===== config.mk =====
export PLATFORM = sky130hd
export DESIGN_NAME = i2c_eeprom_random_read_core_flat
export DESIGN_NICKNAME = d
export VERILOG_FILES = /design/src/design/i2cee_pkg.sv /design/src/design/i2cee_ifs.sv /design/src/design/i2c_eeprom_random_read_core.sv /design/src/design/i2cee_seq.sv /design/src/design/i2cee_out_reg.sv /design/src/flat_wrapper.sv
export SDC_FILE = /design/constraint.sdc
export NUM_CORES = 1
export LEC_CHECK = 0
export BUFFER_PORTS_ARGS = -buffer_cell sky130_fd_sc_hd__buf_2
export CORE_UTILIZATION = 40
export CTS_BUF_LIST = sky130_fd_sc_hd__clkbuf_16
export DETAILED_ROUTE_END_ITERATION = 10
export SYNTH_ARGS = -nofsm -noshare
export SYNTH_HDL_FRONTEND = slang
export SYNTH_SLANG_ARGS = --single-unit

===== constraint.sdc =====
create_clock -name clk -period 3.4 [get_ports clk]
set_input_delay 0 -clock clk [delete_from_list [all_inputs] [get_ports clk]]
set_output_delay 0 -clock clk [all_outputs]
set_load 0.03 [all_outputs]

===== src/design/i2cee_pkg.sv =====
`timescale 1ns / 1ps
`default_nettype none
// ---------------------------------------------------------------------------
// i2cee_pkg
// Shared constants and types for the I2C EEPROM random read master.
// ---------------------------------------------------------------------------
package i2cee_pkg;

  localparam int unsigned DEF_MAX_READ_LENGTH = 256;

  // Device type code of a serial EEPROM, upper nibble of the device byte
  localparam logic [3:0] DEVICE_PREAMBLE = 4'b1010;
  // Clock pulses sent to free a stuck slave
  localparam logic [3:0] LINE_RESET_PULSES = 4'd9;

  typedef struct packed {
    logic       scl_level;
    logic       sda_level;
    logic       sda_enable;
    logic       byte_valid;
    logic [7:0] data_byte;
    logic       last_byte;
    logic       busy_res;
    logic       done_res;
    logic       success;
  } res_t;

endpackage
`default_nettype wire


===== src/design/i2cee_ifs.sv =====
`timescale 1ns / 1ps
`default_nettype none
// ---------------------------------------------------------------------------
// i2cee channel interfaces
// Valid/ready channels for tick items in and line/result items out.
// ---------------------------------------------------------------------------
interface i2cee_in_if;
  logic       valid;
  logic       ready;
  logic       command;
  logic [2:0] device_select;
  logic [7:0] start_address;
  logic [8:0] read_length;
  logic       sda_in;

  modport source (
    output valid, command, device_select, start_address, read_length, sda_in,
    input  ready
  );
  modport sink (
    input  valid, command, device_select, start_address, read_length, sda_in,
    output ready
  );
endinterface

interface i2cee_out_if;
  logic       valid;
  logic       ready;
  logic       scl_level;
  logic       sda_level;
  logic       sda_enable;
  logic       byte_valid;
  logic [7:0] data_byte;
  logic       last_byte;
  logic       busy_res;
  logic       done_res;
  logic       success;

  modport source (
    output valid, scl_level, sda_level, sda_enable, byte_valid, data_byte,
           last_byte, busy_res, done_res, success,
    input  ready
  );
  modport sink (
    input  valid, scl_level, sda_level, sda_enable, byte_valid, data_byte,
           last_byte, busy_res, done_res, success,
    output ready
  );
endinterface
`default_nettype wire


===== src/design/i2c_eeprom_random_read_core.sv =====
`timescale 1ns / 1ps
`default_nettype none
// ---------------------------------------------------------------------------
// i2c_eeprom_random_read_core
// I2C master for random-address EEPROM reads, one quarter bit period per item.
// ---------------------------------------------------------------------------
//  Channel  Dir  Carries
//  cmd      in   tick: command, device_select, start_address, read_length, sda_in
//  rsp      out  SCL/SDA levels, received byte, busy/done/success
//
//  One tick item in, one result item out; a new item is taken every cycle while the
//  result register is free or being taken. The sequencer state and the result
//  register load on the accepting edge; the result is valid the next cycle.
//  cmd.ready follows that register, so a stalled sink holds result and sequencer.
//  Synchronous reset returns the sequencer to idle and empties the result register.
// ---------------------------------------------------------------------------
module i2c_eeprom_random_read_core #(
  parameter int unsigned MAX_READ_LENGTH = i2cee_pkg::DEF_MAX_READ_LENGTH
) (
  input  wire logic   clk,
  input  wire logic   rst,
  i2cee_in_if.sink    cmd,
  i2cee_out_if.source rsp
);
  import i2cee_pkg::*;

  logic accept;
  logic can_load;
  res_t seq_res;
  res_t out_res;

  assign cmd.ready = can_load;
  assign accept    = cmd.valid && can_load;

  i2cee_seq #(
    .MAX_READ_LENGTH(MAX_READ_LENGTH)
  ) u_seq (
    .clk          (clk),
    .rst          (rst),
    .step         (accept),
    .command      (cmd.command),
    .device_select(cmd.device_select),
    .start_address(cmd.start_address),
    .read_length  (cmd.read_length),
    .sda_in       (cmd.sda_in),
    .res          (seq_res)
  );

  i2cee_out_reg u_out (
    .clk     (clk),
    .rst     (rst),
    .load    (cmd.valid),
    .res_in  (seq_res),
    .can_load(can_load),
    .valid   (rsp.valid),
    .ready   (rsp.ready),
    .res_out (out_res)
  );

  assign rsp.scl_level  = out_res.scl_level;
  assign rsp.sda_level  = out_res.sda_level;
  assign rsp.sda_enable = out_res.sda_enable;
  assign rsp.byte_valid = out_res.byte_valid;
  assign rsp.data_byte  = out_res.data_byte;
  assign rsp.last_byte  = out_res.last_byte;
  assign rsp.busy_res   = out_res.busy_res;
  assign rsp.done_res   = out_res.done_res;
  assign rsp.success    = out_res.success;

endmodule
`default_nettype wire


===== src/design/i2cee_seq.sv =====
`timescale 1ns / 1ps
`default_nettype none
// ---------------------------------------------------------------------------
// i2cee_seq
// Quarter-period bus sequencer: state registers plus next-state/result logic.
// ---------------------------------------------------------------------------
module i2cee_seq #(
  parameter int unsigned MAX_READ_LENGTH = i2cee_pkg::DEF_MAX_READ_LENGTH
) (
  input  wire logic              clk,
  input  wire logic              rst,
  input  wire logic              step,
  input  wire logic              command,
  input  wire logic [2:0]        device_select,
  input  wire logic [7:0]        start_address,
  input  wire logic [8:0]        read_length,
  input  wire logic              sda_in,
  output i2cee_pkg::res_t        res
);
  import i2cee_pkg::*;

  localparam int unsigned BL_W  = $clog2(MAX_READ_LENGTH + 1);
  localparam int unsigned CMP_W = (BL_W > 9) ? BL_W : 9;

  localparam logic [3:0] P_IDLE      = 4'd0;
  localparam logic [3:0] P_RST_HOLD  = 4'd1;
  localparam logic [3:0] P_RST_PULSE = 4'd2;
  localparam logic [3:0] P_RST_REL   = 4'd3;
  localparam logic [3:0] P_RST_STOP  = 4'd4;
  localparam logic [3:0] P_RST_TAIL  = 4'd5;
  localparam logic [3:0] P_START     = 4'd6;
  localparam logic [3:0] P_TX        = 4'd7;
  localparam logic [3:0] P_TX_ACK    = 4'd8;
  localparam logic [3:0] P_GAP       = 4'd9;
  localparam logic [3:0] P_RX_LEAD   = 4'd10;
  localparam logic [3:0] P_RX        = 4'd11;
  localparam logic [3:0] P_RX_ACK    = 4'd12;
  localparam logic [3:0] P_FSTOP     = 4'd13;

  logic [3:0]      phase, phase_next;
  logic            fail, fail_next;
  logic [2:0]      quarter_count, quarter_count_next;
  logic [2:0]      bit_count, bit_count_next;
  logic [3:0]      pulse_count, pulse_count_next;
  logic [7:0]      shift_byte, shift_byte_next;
  logic [BL_W-1:0] bytes_left, bytes_left_next;
  logic [2:0]      saved_select, saved_select_next;
  logic [7:0]      saved_address, saved_address_next;

  logic            load;
  logic [3:0]      c_phase;
  logic [2:0]      c_q;
  logic [CMP_W-1:0] len_ext;
  logic [BL_W-1:0] len_sat;
  logic [7:0]      rx_byte;

  // Byte sent in transmit slot idx: 0 = device write, 1 = memory address, 2 = device read
  function automatic logic [7:0] tx_byte(input logic [3:0] idx, input logic [2:0] sel,
                                         input logic [7:0] addr);
    logic [7:0] b;
    if (idx == 4'd0) b = {DEVICE_PREAMBLE, sel, 1'b0};
    else if (idx == 4'd1) b = addr;
    else b = {DEVICE_PREAMBLE, sel, 1'b1};
    return b;
  endfunction

  assign len_ext = CMP_W'(read_length);
  assign len_sat = (len_ext > CMP_W'(MAX_READ_LENGTH)) ? BL_W'(MAX_READ_LENGTH)
                                                       : BL_W'(len_ext);

  assign load = (phase == P_IDLE) && command;

  always_comb begin
    c_phase            = load ? P_RST_HOLD : phase;
    c_q                = load ? 3'd0 : quarter_count;
    fail_next          = load ? 1'b0 : fail;
    bit_count_next     = load ? 3'd0 : bit_count;
    pulse_count_next   = load ? 4'd0 : pulse_count;
    shift_byte_next    = load ? 8'd0 : shift_byte;
    bytes_left_next    = load ? len_sat : bytes_left;
    saved_select_next  = load ? device_select : saved_select;
    saved_address_next = load ? start_address : saved_address;
    phase_next         = c_phase;
    quarter_count_next = c_q;
    rx_byte            = {shift_byte_next[6:0], sda_in};

    res            = '0;
    res.scl_level  = 1'b1;
    res.sda_level  = 1'b1;
    res.sda_enable = 1'b0;

    if (c_phase != P_IDLE) begin
      res.busy_res = 1'b1;
      unique case (c_phase)
        P_RST_HOLD: begin
          res.sda_enable = 1'b1;
          if (c_q == 3'd7) begin
            phase_next = P_RST_PULSE;
            quarter_count_next = 3'd0;
            pulse_count_next = 4'd0;
          end else begin
            quarter_count_next = c_q + 3'd1;
          end
        end
        P_RST_PULSE: begin
          res.sda_enable = 1'b1;
          res.scl_level = (c_q >= 3'd2);
          if (c_q >= 3'd3) begin
            quarter_count_next = 3'd0;
            if (pulse_count_next + 4'd1 >= LINE_RESET_PULSES) phase_next = P_RST_REL;
            else pulse_count_next = pulse_count_next + 4'd1;
          end else begin
            quarter_count_next = c_q + 3'd1;
          end
        end
        P_RST_REL: begin
          res.scl_level = 1'b0;
          phase_next = P_RST_STOP;
          quarter_count_next = 3'd0;
        end
        P_RST_STOP, P_FSTOP: begin
          res.sda_enable = 1'b1;
          res.scl_level = (c_q >= 3'd1);
          res.sda_level = (c_q >= 3'd2);
          if (c_q >= 3'd2) begin
            quarter_count_next = 3'd0;
            if (c_phase == P_FSTOP) begin
              res.done_res = 1'b1;
              res.success = 1'b1;
              phase_next = P_IDLE;
            end else begin
              phase_next = P_RST_TAIL;
            end
          end else begin
            quarter_count_next = c_q + 3'd1;
          end
        end
        P_RST_TAIL: begin
          if (c_q == 3'd7) begin
            quarter_count_next = 3'd0;
            if (fail_next) begin
              res.done_res = 1'b1;
              phase_next = P_IDLE;
            end else begin
              phase_next = P_START;
              pulse_count_next = 4'd0;
            end
          end else begin
            quarter_count_next = c_q + 3'd1;
          end
        end
        P_START: begin
          res.sda_enable = 1'b1;
          res.scl_level = (c_q < 3'd2);
          res.sda_level = (c_q == 3'd0);
          if (c_q >= 3'd2) begin
            shift_byte_next = tx_byte(pulse_count_next, saved_select_next,
                                      saved_address_next);
            phase_next = P_TX;
            quarter_count_next = 3'd0;
            bit_count_next = 3'd0;
          end else begin
            quarter_count_next = c_q + 3'd1;
          end
        end
        P_TX: begin
          res.sda_enable = 1'b1;
          res.scl_level = (c_q == 3'd1) || (c_q == 3'd2);
          res.sda_level = shift_byte_next[7];
          if (c_q >= 3'd3) begin
            shift_byte_next = {shift_byte_next[6:0], 1'b0};
            quarter_count_next = 3'd0;
            if (bit_count_next == 3'd7) begin
              phase_next = P_TX_ACK;
              bit_count_next = 3'd0;
            end else begin
              bit_count_next = bit_count_next + 3'd1;
            end
          end else begin
            quarter_count_next = c_q + 3'd1;
          end
        end
        P_TX_ACK: begin
          res.sda_level = 1'b0;
          res.scl_level = (c_q == 3'd1) || (c_q == 3'd2);
          if (c_q == 3'd2) shift_byte_next = {7'd0, sda_in};
          if (c_q >= 3'd3) begin
            quarter_count_next = 3'd0;
            if (shift_byte_next[0]) begin
              // no ack: free the bus, then report failure
              phase_next = P_RST_HOLD;
              fail_next = 1'b1;
              pulse_count_next = 4'd0;
            end else if (pulse_count_next == 4'd0) begin
              pulse_count_next = 4'd1;
              shift_byte_next = tx_byte(4'd1, saved_select_next, saved_address_next);
              phase_next = P_TX;
              bit_count_next = 3'd0;
            end else if (pulse_count_next == 4'd1) begin
              phase_next = P_GAP;
            end else begin
              phase_next = (bytes_left_next == '0) ? P_FSTOP : P_RX_LEAD;
            end
          end else begin
            quarter_count_next = c_q + 3'd1;
          end
        end
        P_GAP: begin
          res.scl_level = 1'b0;
          res.sda_level = 1'b0;
          phase_next = P_START;
          pulse_count_next = 4'd2;
          quarter_count_next = 3'd0;
        end
        P_RX_LEAD: begin
          res.scl_level = 1'b0;
          res.sda_level = 1'b0;
          shift_byte_next = 8'd0;
          bit_count_next = 3'd0;
          quarter_count_next = 3'd0;
          phase_next = P_RX;
        end
        P_RX: begin
          res.sda_level = 1'b0;
          res.scl_level = (c_q == 3'd1) || (c_q == 3'd2);
          if (c_q == 3'd2) begin
            shift_byte_next = rx_byte;
            if (bit_count_next == 3'd7) begin
              res.byte_valid = 1'b1;
              res.data_byte = rx_byte;
              res.last_byte = (bytes_left_next == BL_W'(1));
            end
          end
          if (c_q >= 3'd3) begin
            quarter_count_next = 3'd0;
            if (bit_count_next == 3'd7) begin
              phase_next = P_RX_ACK;
              bit_count_next = 3'd0;
            end else begin
              bit_count_next = bit_count_next + 3'd1;
            end
          end else begin
            quarter_count_next = c_q + 3'd1;
          end
        end
        P_RX_ACK: begin
          res.sda_enable = 1'b1;
          res.sda_level = (bytes_left_next <= BL_W'(1));
          res.scl_level = (c_q == 3'd1) || (c_q == 3'd2);
          if (c_q >= 3'd3) begin
            quarter_count_next = 3'd0;
            phase_next = (bytes_left_next <= BL_W'(1)) ? P_FSTOP : P_RX_LEAD;
            if (bytes_left_next != '0) bytes_left_next = bytes_left_next - BL_W'(1);
          end else begin
            quarter_count_next = c_q + 3'd1;
          end
        end
        default: begin
          phase_next = P_IDLE;
          fail_next = 1'b0;
          quarter_count_next = 3'd0;
        end
      endcase
    end
  end

  always_ff @(posedge clk) begin
    if (rst) begin
      phase         <= P_IDLE;
      fail          <= 1'b0;
      quarter_count <= 3'd0;
      bit_count     <= 3'd0;
      pulse_count   <= 4'd0;
      shift_byte    <= 8'd0;
      bytes_left    <= '0;
      saved_select  <= 3'd0;
      saved_address <= 8'd0;
    end else if (step) begin
      phase         <= phase_next;
      fail          <= (phase_next == P_IDLE) ? 1'b0 : fail_next;
      quarter_count <= quarter_count_next;
      bit_count     <= bit_count_next;
      pulse_count   <= pulse_count_next;
      shift_byte    <= shift_byte_next;
      bytes_left    <= bytes_left_next;
      saved_select  <= saved_select_next;
      saved_address <= saved_address_next;
    end
  end

endmodule
`default_nettype wire


===== src/design/i2cee_out_reg.sv =====
`timescale 1ns / 1ps
`default_nettype none
// ---------------------------------------------------------------------------
// i2cee_out_reg
// Result register: holds one item until the sink takes it.
// ---------------------------------------------------------------------------
module i2cee_out_reg (
  input  wire logic            clk,
  input  wire logic            rst,
  input  wire logic            load,
  input  wire i2cee_pkg::res_t res_in,
  output logic                 can_load,
  output logic                 valid,
  input  wire logic            ready,
  output i2cee_pkg::res_t      res_out
);
  import i2cee_pkg::*;

  assign can_load = !valid || ready;

  always_ff @(posedge clk) begin
    if (rst) begin
      valid <= 1'b0;
    end else if (can_load) begin
      valid <= load;
    end
  end

  always_ff @(posedge clk) begin
    if (load && can_load) begin
      res_out <= res_in;
    end
  end

endmodule
`default_nettype wire


===== src/flat_wrapper.sv =====
// flat-port wrapper written by rule: the top's interface ports become plain ports
module i2c_eeprom_random_read_core_flat import i2cee_pkg::*;
#(
  parameter int unsigned MAX_READ_LENGTH = i2cee_pkg::DEF_MAX_READ_LENGTH
)
  (clk, rst, cmd_valid, cmd_command, cmd_device_select, cmd_start_address, cmd_read_length, cmd_sda_in, cmd_ready, rsp_valid, rsp_scl_level, rsp_sda_level, rsp_sda_enable, rsp_byte_valid, rsp_data_byte, rsp_last_byte, rsp_busy_res, rsp_done_res, rsp_success, rsp_ready);
  i2cee_in_if cmd_i ();
  i2cee_out_if rsp_i ();
  input  wire logic clk;
  input  wire logic rst;
  input wire logic [$bits(cmd_i.valid)-1:0] cmd_valid;
  input wire logic [$bits(cmd_i.command)-1:0] cmd_command;
  input wire logic [$bits(cmd_i.device_select)-1:0] cmd_device_select;
  input wire logic [$bits(cmd_i.start_address)-1:0] cmd_start_address;
  input wire logic [$bits(cmd_i.read_length)-1:0] cmd_read_length;
  input wire logic [$bits(cmd_i.sda_in)-1:0] cmd_sda_in;
  output wire logic [$bits(cmd_i.ready)-1:0] cmd_ready;
  output wire logic [$bits(rsp_i.valid)-1:0] rsp_valid;
  output wire logic [$bits(rsp_i.scl_level)-1:0] rsp_scl_level;
  output wire logic [$bits(rsp_i.sda_level)-1:0] rsp_sda_level;
  output wire logic [$bits(rsp_i.sda_enable)-1:0] rsp_sda_enable;
  output wire logic [$bits(rsp_i.byte_valid)-1:0] rsp_byte_valid;
  output wire logic [$bits(rsp_i.data_byte)-1:0] rsp_data_byte;
  output wire logic [$bits(rsp_i.last_byte)-1:0] rsp_last_byte;
  output wire logic [$bits(rsp_i.busy_res)-1:0] rsp_busy_res;
  output wire logic [$bits(rsp_i.done_res)-1:0] rsp_done_res;
  output wire logic [$bits(rsp_i.success)-1:0] rsp_success;
  input wire logic [$bits(rsp_i.ready)-1:0] rsp_ready;
  assign cmd_i.valid = cmd_valid;
  assign cmd_i.command = cmd_command;
  assign cmd_i.device_select = cmd_device_select;
  assign cmd_i.start_address = cmd_start_address;
  assign cmd_i.read_length = cmd_read_length;
  assign cmd_i.sda_in = cmd_sda_in;
  assign cmd_ready = cmd_i.ready;
  assign rsp_valid = rsp_i.valid;
  assign rsp_scl_level = rsp_i.scl_level;
  assign rsp_sda_level = rsp_i.sda_level;
  assign rsp_sda_enable = rsp_i.sda_enable;
  assign rsp_byte_valid = rsp_i.byte_valid;
  assign rsp_data_byte = rsp_i.data_byte;
  assign rsp_last_byte = rsp_i.last_byte;
  assign rsp_busy_res = rsp_i.busy_res;
  assign rsp_done_res = rsp_i.done_res;
  assign rsp_success = rsp_i.success;
  assign rsp_i.ready = rsp_ready;
  i2c_eeprom_random_read_core #(.MAX_READ_LENGTH(MAX_READ_LENGTH)) u_core (.clk(clk), .rst(rst), .cmd(cmd_i), .rsp(rsp_i));
endmodule

==> flow_results.xml, run 1 <==
<?xml version="1.0" encoding="UTF-8"?>
<metrics>
  <group name="worst_setup_path">
    <metric name="endpoint_kind" unit="">register</metric>
    <metric name="worst_setup_path_endpoint" unit="">u_core.u_seq.shift_byte[3]</metric>
    <metric name="crit_path_max_delay_cell_type" unit="">sky130_fd_sc_hd__o32ai_2</metric>
    <metric name="path_depth" unit="">12</metric>
    <metric name="critPathLaunch" unit="">u_core.u_seq.phase[3]</metric>
    <metric name="crit_arrival" unit="ns">3.41</metric>
    <metric name="ff2ff_path_depth" unit="">12</metric>
    <metric name="crit_family" unit="">compound AO/OA/AOI/OAI gates</metric>
    <metric name="critical_path_type" unit="">register to register</metric>
    <metric name="required" unit="ns">3.67</metric>
    <metric name="reg2reg_setup_slack" unit="ns">0.26</metric>
    <metric name="max_fo_critical_path" unit="">11</metric>
    <metric name="worst_path_most_repeated_cell" unit="">sky130_fd_sc_hd__inv_1</metric>
    <metric name="rr_endpoint" unit="">u_core.u_seq.shift_byte[3]</metric>
    <metric name="timing.critical_path.slowest_cell_delay" unit="ns">0.49</metric>
    <metric name="reg_to_reg_critical_path_startpoint" unit="">u_core.u_seq.phase[3]</metric>
    <metric name="critical_path_buf_inv_count" unit="">3</metric>
    <metric name="start_kind" unit="">register</metric>
    <metric name="worst_path_cell_trace" unit="">nor4_1 &gt; nand2_1 &gt; nand2_1 &gt; inv_1 &gt; ha_1 &gt; inv_1 &gt; ha_1 &gt; inv_1 &gt; o211ai_1 &gt; a21oi_1 &gt; o32ai_2 &gt; a22o_1</metric>
  </group>
  <group name="placement">
    <metric name="hpwlAfterDp" unit="µm">9580</metric>
    <metric name="detailedPlace.worstSlack" unit="ns">0.358</metric>
    <metric name="detailed_place.area" unit="mm²">0.00460</metric>
    <metric name="place_congestion" unit="">0.953</metric>
    <metric name="place.port_buffers" unit="">43</metric>
  </group>
  <group name="floorplan">
    <metric name="die_width" unit="µm">105</metric>
    <metric name="floorplan_core_area" unit="mm²">0.0103</metric>
    <metric name="core.rowCount" unit="">37</metric>
    <metric name="floorplan.initialDensity" unit="">0.411</metric>
    <metric name="die_area" unit="mm²">0.0110</metric>
    <metric name="die_h" unit="µm">105</metric>
    <metric name="design.portCount" unit="">44</metric>
  </group>
  <group name="sta">
    <metric name="fmaxAchievable" unit="GHz">0.318</metric>
    <metric name="final_max_slew_viol_count" unit="">0</metric>
    <metric name="period_needed" unit="ns">3.14</metric>
    <metric name="max_slew_margin" unit="">0.385</metric>
    <metric name="totalNegativeSetupSlack" unit="ns">0</metric>
    <metric name="fin_ws" unit="ns">0.256</metric>
    <metric name="skew" unit="ns">0.00628</metric>
    <metric name="grt_setup_unrepaired" unit="">false</metric>
    <metric name="timing_hold_violations_final" unit="">0</metric>
    <metric name="tightestPinTransition" unit="ns">0.916</metric>
    <metric name="period_utilisation_layout" unit="">0.925</metric>
    <metric name="hold_ws" unit="ns">0.0265</metric>
    <metric name="setup-violations-final" unit="">0</metric>
  </group>
  <group name="routing">
    <metric name="ant_nets" unit="">0</metric>
    <metric name="route.top_layer_used" unit="">met4</metric>
    <metric name="drt_drc_violations_left" unit="">0</metric>
    <metric name="wl_met3" unit="µm">1290</metric>
    <metric name="routed_wire_length_per_instance" unit="µm">19.0</metric>
    <metric name="route.vias.total" unit="">4482</metric>
    <metric name="finalWirelength" unit="µm">13800</metric>
    <metric name="via_per_inst" unit="">6.17</metric>
    <metric name="met1_layer_wirelength_in_the_final_routing" unit="µm">5820</metric>
    <metric name="met2_length" unit="µm">6200</metric>
    <metric name="drt-initial-drc-count" unit="">487</metric>
    <metric name="detail_route.first_pass.iterations" unit="">7</metric>
  </group>
  <group name="logic_synthesis">
    <metric name="post_synth.cell_area_avg" unit="µm²">7.91</metric>
    <metric name="ys.warnings.count" unit="">0</metric>
    <metric name="post_synthesis_instance_area" unit="mm²">0.00424</metric>
    <metric name="ys_async_sr_fraction" unit="">0</metric>
    <metric name="synth-edff-count" unit="">16</metric>
    <metric name="post-synth-top-area-fraction" unit="">0.208</metric>
    <metric name="synth.ff_latch_count" unit="">60</metric>
    <metric name="biggest_area_contributors_in_the_synthesized_netlist" unit="">sky130_fd_sc_hd__dfxtp_1 21%, sky130_fd_sc_hd__edfxtp_1 11%, sky130_fd_sc_hd__a21oi_1 7.0%, sky130_fd_sc_hd__nand2_1 5.8%, sky130_fd_sc_hd__o21ai_0 4.5%</metric>
    <metric name="synth.net_count" unit="">577</metric>
    <metric name="post_synth_top_area_cell" unit="">sky130_fd_sc_hd__dfxtp_1</metric>
    <metric name="post-synth-top-count-cell" unit="">sky130_fd_sc_hd__nand2_1</metric>
    <metric name="synth_seq_area_share" unit="">0.321</metric>
    <metric name="synthCells" unit="">536</metric>
    <metric name="netlist-cell-type-count" unit="">75</metric>
    <metric name="yosys-top-cells-count" unit="">65 x sky130_fd_sc_hd__nand2_1, 59 x sky130_fd_sc_hd__a21oi_1, 44 x sky130_fd_sc_hd__dfxtp_1</metric>
    <metric name="dominantRegCellSynth" unit="">sky130_fd_sc_hd__dfxtp_1</metric>
  </group>
  <group name="global_routing">
    <metric name="grt_pass1_wl" unit="µm">22000</metric>
    <metric name="grt_start_max_net_pins" unit="">38</metric>
    <metric name="global_route.overflow_total" unit="">0</metric>
    <metric name="globalRouteTotalUtil" unit="">0.255</metric>
    <metric name="antenna_violations_before_repair" unit="">0</metric>
    <metric name="first_global_vias" unit="">4106</metric>
  </group>
  <group name="finish">
    <metric name="final_cell_area" unit="mm²">0.00503</metric>
    <metric name="multiInputGateArea" unit="mm²">0.00265</metric>
    <metric name="sequential_cell_area" unit="mm²">0.00136</metric>
    <metric name="final_layout_size_suffix_gt1_frac" unit="">0.154</metric>
    <metric name="finalNetCount" unit="">626</metric>
    <metric name="insertedDiodeCount" unit="">0</metric>
    <metric name="n_fill_cell" unit="">1026</metric>
    <metric name="area.growth.synth_to_final" unit="%">18.5</metric>
  </group>
  <group name="run_status">
    <metric name="outcome" unit="">finished clean</metric>
  </group>
  <group name="clock_network">
    <metric name="clock_path_buffers" unit="">2</metric>
    <metric name="cts.reportedPaths.clkPinSlew" unit="ns">0.05</metric>
    <metric name="postCtsSetupBuffers" unit="">0</metric>
    <metric name="tritoncts" unit="">built</metric>
    <metric name="worstSkewPairLatency" unit="ns">0.33</metric>
    <metric name="postCtsResizedCells" unit="">0</metric>
    <metric name="cts_root_buf" unit="">sky130_fd_sc_hd__clkbuf_16</metric>
    <metric name="h-tree-depth" unit="">3</metric>
    <metric name="numClockSinks" unit="">60</metric>
    <metric name="cts_inserted_buffers" unit="">9</metric>
  </group>
  <group name="power_and_ir_drop">
    <metric name="peakVddDrop" unit="mV">0.250</metric>
    <metric name="power" unit="mW">2.14</metric>
    <metric name="power.density_cell_area" unit="mW/mm²">426</metric>
    <metric name="static-leakage-power" unit="nW">1.88</metric>
  </group>
  <group name="flow_run">
    <metric name="max_cap_violations" unit="">0</metric>
  </group>
  <group name="hold_path">
    <metric name="worstHoldPathType" unit="">input port to register</metric>
  </group>
</metrics>
-- state kept, by name, summed over array words and instances, names as in the netlist, 4 cells and up --
| name | cells |
|---|---|
| u_core.u_out.res_out | 16 |
| u_core.u_seq.bytes_left | 9 |
| u_core.u_seq.phase | 4 |
| u_core.u_seq.pulse_count | 4 |
| u_core.u_seq.saved_address | 8 |
| u_core.u_seq.shift_byte | 8 |
-- logic make-up (layout without fill, tap and decap cells) --
kind of cell / Yosys count / after routing / synth area share
adders and majority gates: 15 / 15 / 0.0442
AOI/OAI and AO/OA: 196 / 196 / 0.316
and+or+nand+nor: 197 / 197 / 0.237
buffers and inverters: 57 / 111 / 0.0560
DFF: 60 / 60 / 0.321
xor gates and xnor gates: 3 / 3 / 0.00620
muxes: 8 / 8 / 0.0195
-- worst min path at each step --
| stage | start | to | cells after the start |
|---|---|---|---|
| after floorplan | cmd_valid | u_core.u_out.valid | 2 |
| after global placement | cmd_device_select[0] | u_core.u_seq.saved_select[0] | 3 |
| after detailed placement | cmd_device_select[0] | u_core.u_seq.saved_select[0] | 3 |
| after CTS | cmd_sda_in | u_core.u_out.res_out[4] | 2 |
| after global routing | cmd_sda_in | u_core.u_out.res_out[4] | 2 |
| final | rsp_ready | u_core.u_out.valid | 3 |
-- metal layers --
| metal | global-route usage | vias to the layer above |
|---|---|---|
| met1 | 0.337 | 2061 |
| met3 | 0.0618 | 45 |
| li1 | - | 2126 |
| met4 | 0.111 | 0 |
| met2 | 0.393 | 250 |
| met5 | 0 | - |
-- worst register-to-register path: stages (launching register included) --
cell and delay (ns):
sky130_fd_sc_hd__dfxtp_1 0.32, sky130_fd_sc_hd__nor4_1 0.38, sky130_fd_sc_hd__nand2_1 0.16, sky130_fd_sc_hd__nand2_1 0.16, sky130_fd_sc_hd__inv_1 0.08, sky130_fd_sc_hd__ha_1 0.23, sky130_fd_sc_hd__inv_1 0.06, sky130_fd_sc_hd__ha_1 0.40
sky130_fd_sc_hd__inv_1 0.25, sky130_fd_sc_hd__o211ai_1 0.21, sky130_fd_sc_hd__a21oi_1 0.13, sky130_fd_sc_hd__o32ai_2 0.49, sky130_fd_sc_hd__a22o_1 0.22
-- stage by stage --
| stage | cells | util |
|---|---|---|
| 2_1_floorplan | 536 | - |
| 3_3_place_gp | 697 | 0.446 |
| 3_5_place_dp | 697 | 0.446 |
| 4_1_cts | 726 | 0.487 |
| 5_1_grt | 726 | 0.487 |
| 6_report | 726 | 0.487 |
-- layout make-up --
| type | count | area share |
|---|---|---|
| Multi-Input combinational cell | 419 | 0.527 |
| Sequential cell | 60 | 0.271 |
| Timing Repair Buffer | 72 | 0.0926 |
| Clock buffer | 9 | 0.0448 |
| Tap cell | 136 | 0.0339 |
| Inverter | 23 | 0.0172 |
| Clock inverter | 7 | 0.0134 |
-- cells in the final DEF, fill, tap and decap left out, types with 11 or more instances in the layout --
cell,instances
sky130_fd_sc_hd__o21ai_0,38
sky130_fd_sc_hd__and2_1,17
sky130_fd_sc_hd__ha_1,15
sky130_fd_sc_hd__edfxtp_1,16
sky130_fd_sc_hd__nor3_1,15
sky130_fd_sc_hd__a211oi_1,15
sky130_fd_sc_hd__a21oi_1,59
sky130_fd_sc_hd__buf_4,16
sky130_fd_sc_hd__buf_2,43
sky130_fd_sc_hd__dfxtp_1,44
sky130_fd_sc_hd__nand3_1,13
sky130_fd_sc_hd__nand2_1,65
sky130_fd_sc_hd__nor2_1,30
sky130_fd_sc_hd__dlygate4sd3_1,13
sky130_fd_sc_hd__inv_1,20
sky130_fd_sc_hd__nand2b_1,11
-- repair_timing --
item                                    4_1_cts  5_1_grt
endpoints found under the hold margin        13        0
hold buffers                                 13        0
endpoints found under the setup margin        0        0
-- power breakdown --
| part | total, mW | internal, mW | switching [mW] |
|---|---|---|---|
| Sequential | 0.781 | 0.765 | 0.0165 |
| Clock | 0.895 | 0.562 | 0.333 |
| Combinational | 0.465 | 0.154 | 0.311 |
Note: power is estimated with default switching activity, not from simulation.
==> inputs of run 2 (changes only) <==
- clock period: 3.4 -> 3.73 ns (I/O delays scaled with it)
==> flow_results.xml, run 2 (synthesized netlist as in run 1, its figures left out) <==
<?xml version="1.0" encoding="UTF-8"?>
<metrics>
  <group name="run_status">
    <metric name="outcome" unit="">finished clean</metric>
  </group>
  <group name="worst_setup_path">
    <metric name="critical_path_type" unit="">register to register</metric>
    <metric name="reg_to_reg_critical_path_startpoint" unit="">u_core.u_seq.phase[0]</metric>
    <metric name="required" unit="ns">3.97</metric>
    <metric name="rr_endpoint" unit="">u_core.u_seq.phase[2]</metric>
    <metric name="start_kind" unit="">register</metric>
    <metric name="reg2reg_setup_slack" unit="ns">0.48</metric>
    <metric name="max_fo_critical_path" unit="">10</metric>
    <metric name="endpoint_kind" unit="">register</metric>
    <metric name="ff2ff_path_depth" unit="">14</metric>
    <metric name="crit_arrival" unit="ns">3.49</metric>
  </group>
  <group name="sta">
    <metric name="final_max_slew_viol_count" unit="">0</metric>
    <metric name="grt_setup_unrepaired" unit="">false</metric>
    <metric name="max_slew_margin" unit="">0.352</metric>
    <metric name="setup-violations-final" unit="">0</metric>
    <metric name="period_needed" unit="ns">3.25</metric>
    <metric name="fmaxAchievable" unit="GHz">0.308</metric>
    <metric name="period_utilisation_layout" unit="">0.870</metric>
    <metric name="skew" unit="ns">0.00894</metric>
    <metric name="timing_hold_violations_final" unit="">0</metric>
    <metric name="tightestPinTransition" unit="ns">0.969</metric>
    <metric name="totalNegativeSetupSlack" unit="ns">0</metric>
    <metric name="hold_ws" unit="ns">0.0135</metric>
    <metric name="fin_ws" unit="ns">0.484</metric>
  </group>
  <group name="clock_network">
    <metric name="cts.reportedPaths.clkPinSlew" unit="ns">0.06</metric>
    <metric name="cts_root_buf" unit="">sky130_fd_sc_hd__clkbuf_16</metric>
    <metric name="worstSkewPairLatency" unit="ns">0.33</metric>
    <metric name="clock_path_buffers" unit="">2</metric>
    <metric name="numClockSinks" unit="">60</metric>
    <metric name="cts_inserted_buffers" unit="">9</metric>
    <metric name="h-tree-depth" unit="">3</metric>
    <metric name="tritoncts" unit="">built</metric>
  </group>
  <group name="floorplan">
    <metric name="die_area" unit="mm²">0.0110</metric>
    <metric name="die_h" unit="µm">105</metric>
    <metric name="die_width" unit="µm">105</metric>
    <metric name="design.portCount" unit="">44</metric>
    <metric name="core.rowCount" unit="">37</metric>
    <metric name="floorplan_core_area" unit="mm²">0.0103</metric>
    <metric name="floorplan.initialDensity" unit="">0.411</metric>
  </group>
  <group name="power_and_ir_drop">
    <metric name="power" unit="mW">1.97</metric>
    <metric name="power.density_cell_area" unit="mW/mm²">393</metric>
    <metric name="peakVddDrop" unit="mV">0.225</metric>
    <metric name="static-leakage-power" unit="nW">1.87</metric>
  </group>
  <group name="routing">
    <metric name="drt_drc_violations_left" unit="">0</metric>
    <metric name="routed_wire_length_per_instance" unit="µm">19.7</metric>
    <metric name="via_per_inst" unit="">6.19</metric>
    <metric name="detail_route.first_pass.iterations" unit="">5</metric>
    <metric name="route.vias.total" unit="">4491</metric>
    <metric name="finalWirelength" unit="µm">14300</metric>
    <metric name="ant_nets" unit="">0</metric>
    <metric name="drt-initial-drc-count" unit="">391</metric>
  </group>
  <group name="placement">
    <metric name="detailed_place.area" unit="mm²">0.00459</metric>
    <metric name="hpwlAfterDp" unit="µm">9970</metric>
    <metric name="detailedPlace.worstSlack" unit="ns">0.587</metric>
    <metric name="place.port_buffers" unit="">43</metric>
    <metric name="numPlacedInstances" unit="">696</metric>
    <metric name="place_congestion" unit="">0.959</metric>
  </group>
  <group name="flow_run">
    <metric name="max_cap_violations" unit="">0</metric>
  </group>
  <group name="finish">
    <metric name="finalNetCount" unit="">625</metric>
    <metric name="n_fill_cell" unit="">1035</metric>
    <metric name="insertedDiodeCount" unit="">0</metric>
    <metric name="multiInputGateArea" unit="mm²">0.00264</metric>
    <metric name="registers.top_by_ff_count" unit="">u_core.u_out.res_out</metric>
    <metric name="final_cell_area" unit="mm²">0.00501</metric>
    <metric name="area.growth.synth_to_final" unit="%">18.1</metric>
    <metric name="final_cell_count_no_fill" unit="">725</metric>
    <metric name="final_layout_size_suffix_gt1_frac" unit="">0.151</metric>
    <metric name="largest_reg_flops" unit="">16</metric>
    <metric name="layout_commonest_cell" unit="">sky130_fd_sc_hd__nand2_1</metric>
    <metric name="sequential_cell_area" unit="mm²">0.00136</metric>
    <metric name="largestRegisters" unit="">u_core.u_out.res_out: 16 flops, u_core.u_seq.bytes_left: 9 flops</metric>
    <metric name="fin_util" unit="">0.485</metric>
    <metric name="most-common-layout-cells" unit="">65 x sky130_fd_sc_hd__nand2_1, 59 x sky130_fd_sc_hd__a21oi_1, 44 x sky130_fd_sc_hd__dfxtp_1</metric>
  </group>
  <group name="global_routing">
    <metric name="grt_pass1_wl" unit="µm">22700</metric>
    <metric name="global_route.overflow_total" unit="">0</metric>
    <metric name="grt_start_max_net_pins" unit="">36</metric>
    <metric name="globalRouteTotalUtil" unit="">0.265</metric>
    <metric name="first_global_vias" unit="">4236</metric>
    <metric name="antenna_violations_before_repair" unit="">0</metric>
  </group>
  <group name="hold_path">
    <metric name="worst_hold_stages" unit="">3</metric>
    <metric name="timing.hold.worst.start" unit="">rsp_ready</metric>
    <metric name="min_delay_worst_endpoint" unit="">u_core.u_out.valid</metric>
    <metric name="worstHoldPathType" unit="">input port to register</metric>
  </group>
</metrics>
-- run 2: area by class of cell --
class	count	area share
well taps	136	0.0340
multi-input cells	419	0.527
repair buffers	71	0.0914
clock buffers	9	0.0449
inverters	23	0.0172
clock inverters	7	0.0135
flip-flops and latches	60	0.272
-- run 2: worst max-delay path by stage --
stage	from	endpoint	slack, ns	cells past startpoint
global route	u_core.u_seq.phase[0]	u_core.u_seq.fail	0.28	13
global placement	u_core.u_seq.phase[3]	u_core.u_seq.phase[1]	0.66	10
CTS	u_core.u_seq.phase[0]	u_core.u_seq.phase[2]	0.55	14
floorplan	u_core.u_seq.phase[1]	u_core.u_seq.shift_byte[1]	0.23	16
finish	u_core.u_seq.phase[0]	u_core.u_seq.phase[2]	0.48	14
detailed placement	u_core.u_seq.phase[1]	u_core.u_seq.phase[2]	0.59	14
-- run 2: per-layer routing --
layer | global-route usage | share of wire | vias up
met5 | 0 | 0 | -
met4 | 0.118 | 0.037 | 0
met3 | 0.0530 | 0.080 | 38
met2 | 0.420 | 0.45 | 208
met1 | 0.348 | 0.43 | 2134
li1 | - | - | 2111
-- run 2: worst max-delay path, stage by stage (launching register included) --
cell                       delay (ns)
sky130_fd_sc_hd__dfxtp_1         0.35
sky130_fd_sc_hd__nor4_1          0.06
sky130_fd_sc_hd__buf_4           0.15
sky130_fd_sc_hd__nand2_1         0.10
sky130_fd_sc_hd__nand2_1         0.10
sky130_fd_sc_hd__inv_1           0.10
sky130_fd_sc_hd__ha_1            0.21
sky130_fd_sc_hd__inv_1           0.06
sky130_fd_sc_hd__ha_1            0.29
sky130_fd_sc_hd__buf_4           0.21
sky130_fd_sc_hd__nor3_1          0.72
sky130_fd_sc_hd__o21ai_0         0.20
sky130_fd_sc_hd__a211oi_1        0.25
sky130_fd_sc_hd__nor4_1          0.12
sky130_fd_sc_hd__a211oi_1        0.23
-- run 2: report_power, final --
group	leakage (nW)	internal, mW	switching, mW	total (mW)
combinational	1.22	0.141	0.284	0.426
clock	0.139	0.513	0.317	0.830
sequential	0.512	0.697	0.0152	0.712
-- run 2: what timing repair did --
action                                 4_1_cts  5_1_grt
endpoints found under the hold margin       13        0
hold buffers                                13        0
setup buffers                                0        0
resized for setup                            0        0
setup endpoints to repair                    0        0
==> inputs of run 3 (changes only) <==
- CELL_PAD_IN_SITES_DETAIL_PLACEMENT: not set -> 1
- CELL_PAD_IN_SITES_GLOBAL_PLACEMENT: not set -> 2
- CORE_UTILIZATION: 40 -> 38
- PLACE_DENSITY_LB_ADDON: not set -> 0.1
- SYNTH_HIERARCHICAL: not set -> 1
==> flow_results.xml, run 3 <==
<?xml version="1.0" encoding="UTF-8"?>
<metrics>
  <group name="clock_network">
    <metric name="cts_root_buf" unit="">sky130_fd_sc_hd__clkbuf_16</metric>
    <metric name="tritoncts" unit="">built</metric>
    <metric name="postCtsSetupBuffers" unit="">0</metric>
    <metric name="numClockSinks" unit="">60</metric>
    <metric name="cts_inserted_buffers" unit="">9</metric>
    <metric name="clock_path_buffers" unit="">2</metric>
    <metric name="worstSkewPairLatency" unit="ns">0.33</metric>
    <metric name="cts.reportedPaths.clkPinSlew" unit="ns">0.06</metric>
    <metric name="cts_hold_buffers" unit="">13</metric>
    <metric name="h-tree-depth" unit="">3</metric>
    <metric name="postCtsResizedCells" unit="">0</metric>
  </group>
  <group name="logic_synthesis">
    <metric name="synth.net_count" unit="">598</metric>
    <metric name="ys.warnings.count" unit="">6</metric>
    <metric name="post_synthesis_instance_area" unit="mm²">0.00435</metric>
    <metric name="post_synth.cell_area_avg" unit="µm²">7.81</metric>
    <metric name="synthCells" unit="">557</metric>
    <metric name="biggest_area_contributors_in_the_synthesized_netlist" unit="">sky130_fd_sc_hd__dfxtp_1 20%, sky130_fd_sc_hd__edfxtp_1 11%, sky130_fd_sc_hd__nand2_1 7.2%, sky130_fd_sc_hd__a21oi_1 5.9%, sky130_fd_sc_hd__ha_1 4.3%</metric>
    <metric name="synth.ff_latch_count" unit="">60</metric>
    <metric name="dominantRegCellSynth" unit="">sky130_fd_sc_hd__dfxtp_1</metric>
    <metric name="yosys-top-cells-count" unit="">83 x sky130_fd_sc_hd__nand2_1, 51 x sky130_fd_sc_hd__a21oi_1, 44 x sky130_fd_sc_hd__dfxtp_1, 44 x sky130_fd_sc_hd__nor2_1, 28 x sky130_fd_sc_hd__o21ai_0</metric>
    <metric name="post_synth_top_area_cell" unit="">sky130_fd_sc_hd__dfxtp_1</metric>
    <metric name="post-synth-top-area-fraction" unit="">0.203</metric>
    <metric name="synth-edff-count" unit="">16</metric>
    <metric name="synth_seq_area_share" unit="">0.313</metric>
    <metric name="post-synth-top-count-cell" unit="">sky130_fd_sc_hd__nand2_1</metric>
    <metric name="netlist-cell-type-count" unit="">75</metric>
    <metric name="ys_async_sr_fraction" unit="">0</metric>
  </group>
  <group name="power_and_ir_drop">
    <metric name="power.share.combinational" unit="">0.246</metric>
    <metric name="power.density_cell_area" unit="mW/mm²">406</metric>
    <metric name="power" unit="mW">2.07</metric>
    <metric name="peakVddDrop" unit="mV">0.159</metric>
    <metric name="internal_power" unit="mW">1.39</metric>
    <metric name="static-leakage-power" unit="nW">1.95</metric>
    <metric name="switchingPower" unit="mW">0.680</metric>
    <metric name="sequentialPowerShare" unit="">0.346</metric>
    <metric name="power_switching_share" unit="">0.328</metric>
    <metric name="power.clock.fraction" unit="">0.408</metric>
  </group>
  <group name="worst_setup_path">
    <metric name="ff2ff_path_depth" unit="">12</metric>
    <metric name="worst_path_cell_trace" unit="">nor4_2 &gt; nand2_1 &gt; nand2_1 &gt; inv_1 &gt; ha_1 &gt; nand2b_1 &gt; a221oi_1 &gt; o211ai_2 &gt; nor3_4 &gt; a311o_2 &gt; a2111oi_4 &gt; a211oi_2</metric>
    <metric name="required" unit="ns">3.92</metric>
    <metric name="start_kind" unit="">register</metric>
    <metric name="crit_path_max_delay_cell_type" unit="">sky130_fd_sc_hd__a311o_2</metric>
    <metric name="reg2reg_setup_slack" unit="ns">0.59</metric>
    <metric name="max_fo_critical_path" unit="">9</metric>
    <metric name="crit_arrival" unit="ns">3.33</metric>
    <metric name="critical_path_buf_inv_count" unit="">1</metric>
    <metric name="worst_path_most_repeated_cell" unit="">sky130_fd_sc_hd__nand2_1</metric>
    <metric name="rr_endpoint" unit="">u_core/u_seq/phase[1]</metric>
    <metric name="crit_family" unit="">compound AO/OA/AOI/OAI gates</metric>
    <metric name="reg_to_reg_critical_path_startpoint" unit="">u_core/u_seq/phase[0]</metric>
    <metric name="critical_path_type" unit="">register to register</metric>
    <metric name="endpoint_kind" unit="">register</metric>
    <metric name="timing.critical_path.slowest_cell_delay" unit="ns">0.42</metric>
  </group>
  <group name="placement">
    <metric name="hpwlAfterDp" unit="µm">10300</metric>
    <metric name="detailed_place.area" unit="mm²">0.00468</metric>
    <metric name="place.port_buffers" unit="">43</metric>
    <metric name="place_congestion" unit="">0.853</metric>
    <metric name="detailedPlace.worstSlack" unit="ns">0.610</metric>
  </group>
  <group name="floorplan">
    <metric name="die_area" unit="mm²">0.0119</metric>
    <metric name="floorplan_core_area" unit="mm²">0.0110</metric>
    <metric name="design.portCount" unit="">44</metric>
    <metric name="core.rowCount" unit="">38</metric>
    <metric name="floorplan.initialDensity" unit="">0.396</metric>
    <metric name="die_h" unit="µm">109</metric>
    <metric name="die_width" unit="µm">109</metric>
  </group>
  <group name="global_routing">
    <metric name="global_route.overflow_total" unit="">0</metric>
    <metric name="grt_pass1_wl" unit="µm">23600</metric>
    <metric name="first_global_vias" unit="">4393</metric>
    <metric name="antenna_violations_before_repair" unit="">0</metric>
    <metric name="globalRouteTotalUtil" unit="">0.262</metric>
    <metric name="grt_start_max_net_pins" unit="">37</metric>
  </group>
  <group name="sta">
    <metric name="final_max_slew_viol_count" unit="">0</metric>
    <metric name="grt_setup_unrepaired" unit="">false</metric>
    <metric name="period_needed" unit="ns">3.14</metric>
    <metric name="fin_ws" unit="ns">0.591</metric>
    <metric name="period_utilisation_layout" unit="">0.842</metric>
    <metric name="setup-violations-final" unit="">0</metric>
    <metric name="tightestPinTransition" unit="ns">0.972</metric>
    <metric name="max_slew_margin" unit="">0.347</metric>
    <metric name="hold_ws" unit="ns">0.0169</metric>
    <metric name="skew" unit="ns">0.00615</metric>
    <metric name="fmaxAchievable" unit="GHz">0.319</metric>
    <metric name="timing_hold_violations_final" unit="">0</metric>
    <metric name="totalNegativeSetupSlack" unit="ns">0</metric>
  </group>
  <group name="finish">
    <metric name="area.growth.synth_to_final" unit="%">17.4</metric>
    <metric name="n_fill_cell" unit="">1361</metric>
    <metric name="finalNetCount" unit="">641</metric>
    <metric name="final_layout_size_suffix_gt1_frac" unit="">0.152</metric>
    <metric name="layout_commonest_cell" unit="">sky130_fd_sc_hd__nand2_1</metric>
    <metric name="final_cell_area" unit="mm²">0.00511</metric>
    <metric name="largest_reg_flops" unit="">16</metric>
    <metric name="largestRegisters" unit="">u_core/u_out/res_out: 16 flops, u_core/u_seq/bytes_left: 9 flops</metric>
    <metric name="registers.top_by_ff_count" unit="">u_core/u_out/res_out</metric>
    <metric name="most-common-layout-cells" unit="">83 x sky130_fd_sc_hd__nand2_1, 51 x sky130_fd_sc_hd__a21oi_1, 44 x sky130_fd_sc_hd__dfxtp_1, 44 x sky130_fd_sc_hd__nor2_1, 43 x sky130_fd_sc_hd__buf_2</metric>
    <metric name="insertedDiodeCount" unit="">0</metric>
  </group>
  <group name="routing">
    <metric name="drt-initial-drc-count" unit="">293</metric>
    <metric name="ant_nets" unit="">0</metric>
    <metric name="detail_route.first_pass.iterations" unit="">5</metric>
    <metric name="finalWirelength" unit="µm">14600</metric>
    <metric name="route.vias.total" unit="">4399</metric>
    <metric name="routed_wire_length_per_instance" unit="µm">19.6</metric>
    <metric name="via_per_inst" unit="">5.90</metric>
    <metric name="drt_drc_violations_left" unit="">0</metric>
  </group>
  <group name="hold_path">
    <metric name="min_delay_worst_endpoint" unit="">u_core/u_out/res_out[4]</metric>
    <metric name="timing.hold.worst.start" unit="">cmd_sda_in</metric>
    <metric name="worst_hold_stages" unit="">2</metric>
    <metric name="worstHoldPathType" unit="">input port to register</metric>
  </group>
  <group name="flow_run">
    <metric name="max_cap_violations" unit="">0</metric>
  </group>
  <group name="run_status">
    <metric name="outcome" unit="">finished clean</metric>
  </group>
</metrics>
[run 3: cell count changes after synthesis, sizes merged, moves of 6 or more]
cell    before  now
o22ai        4   14
a22o         6    0
a31oi       11    5
a211oi      15    9
nand3       13    4
a21oi       59   52
nor2        31   45
nand2       65   83
o21ai       40   28
mux2i        6   14
[run 3: worst reg2reg max path, stage by stage (launching register included)]
cell                        delay (ns)
sky130_fd_sc_hd__dfxtp_1          0.32
sky130_fd_sc_hd__nor4_2           0.31
sky130_fd_sc_hd__nand2_1          0.16
sky130_fd_sc_hd__nand2_1          0.15
sky130_fd_sc_hd__inv_1            0.08
sky130_fd_sc_hd__ha_1             0.30
sky130_fd_sc_hd__nand2b_1         0.25
sky130_fd_sc_hd__a221oi_1         0.15
sky130_fd_sc_hd__o211ai_2         0.35
sky130_fd_sc_hd__nor3_4           0.10
sky130_fd_sc_hd__a311o_2          0.42
sky130_fd_sc_hd__a2111oi_4        0.36
sky130_fd_sc_hd__a211oi_2         0.05
[run 3: layout make-up]
cell class / count / area (µm²) / share of cell area
multi-input combinational: 438 / 2750 / 0.537
clock buffer: 9 / 225 / 0.0441
timing repair buffer: 69 / 443 / 0.0867
sequential: 60 / 1360 / 0.267
clock inverter: 7 / 75.1 / 0.0147
tap: 140 / 175 / 0.0343
inverter: 22 / 82.6 / 0.0162
[run 3: stage by stage]
stage,std cells,util
detailed placement,716,0.426
floorplan,557,-
global placement,716,0.426
CTS,745,0.465
finish,745,0.465
global route,745,0.465
[run 3: worst max-delay path by stage]
stage	from	endpoint	slack [ns]	depth (start not counted)
2_1_floorplan	u_core/u_seq/phase[1]	u_core/u_seq/bytes_left[4]	0.40	17
3_3_place_gp	u_core/u_seq/phase[0]	u_core/u_seq/phase[1]	0.72	12
3_5_place_dp	u_core/u_seq/phase[0]	u_core/u_seq/phase[1]	0.61	12
4_1_cts	u_core/u_seq/phase[0]	u_core/u_seq/phase[1]	0.61	12
5_1_grt	u_core/u_seq/phase[0]	u_core/u_seq/phase[2]	0.39	11
6_report	u_core/u_seq/phase[0]	u_core/u_seq/phase[1]	0.59	12
[run 3: power groups by stage]
stage                     Clock (mW)  Combinational [mW]  Sequential (mW)
after global routing           0.904               0.557            0.722
final                          0.846               0.510            0.718
after global placement             0               0.485            0.731
after CTS                      0.868               0.504            0.718
after floorplan                    0               0.324            0.753
after detailed placement           0               0.490            0.732
[run 3: metal layers]
layer / global-route usage / up-vias / routed length [µm]
met3: 0.0436 / 21 / 655
met1: 0.354 / 2130 / 6750
li1: - / 2131 / -
met4: 0.0985 / 0 / 316
met2: 0.417 / 117 / 6900
met5: 0 / - / 0
[run 3: cell families after synthesis]
| group | after synthesis | synth area share |
|---|---|---|
| compound gates | 174 | 0.274 |
| simple gates | 228 | 0.266 |
| buf+inv | 59 | 0.0558 |
| mux | 17 | 0.0400 |
| flops | 60 | 0.313 |
| xor+xnor | 4 | 0.00805 |
| fa+ha+maj | 15 | 0.0432 |
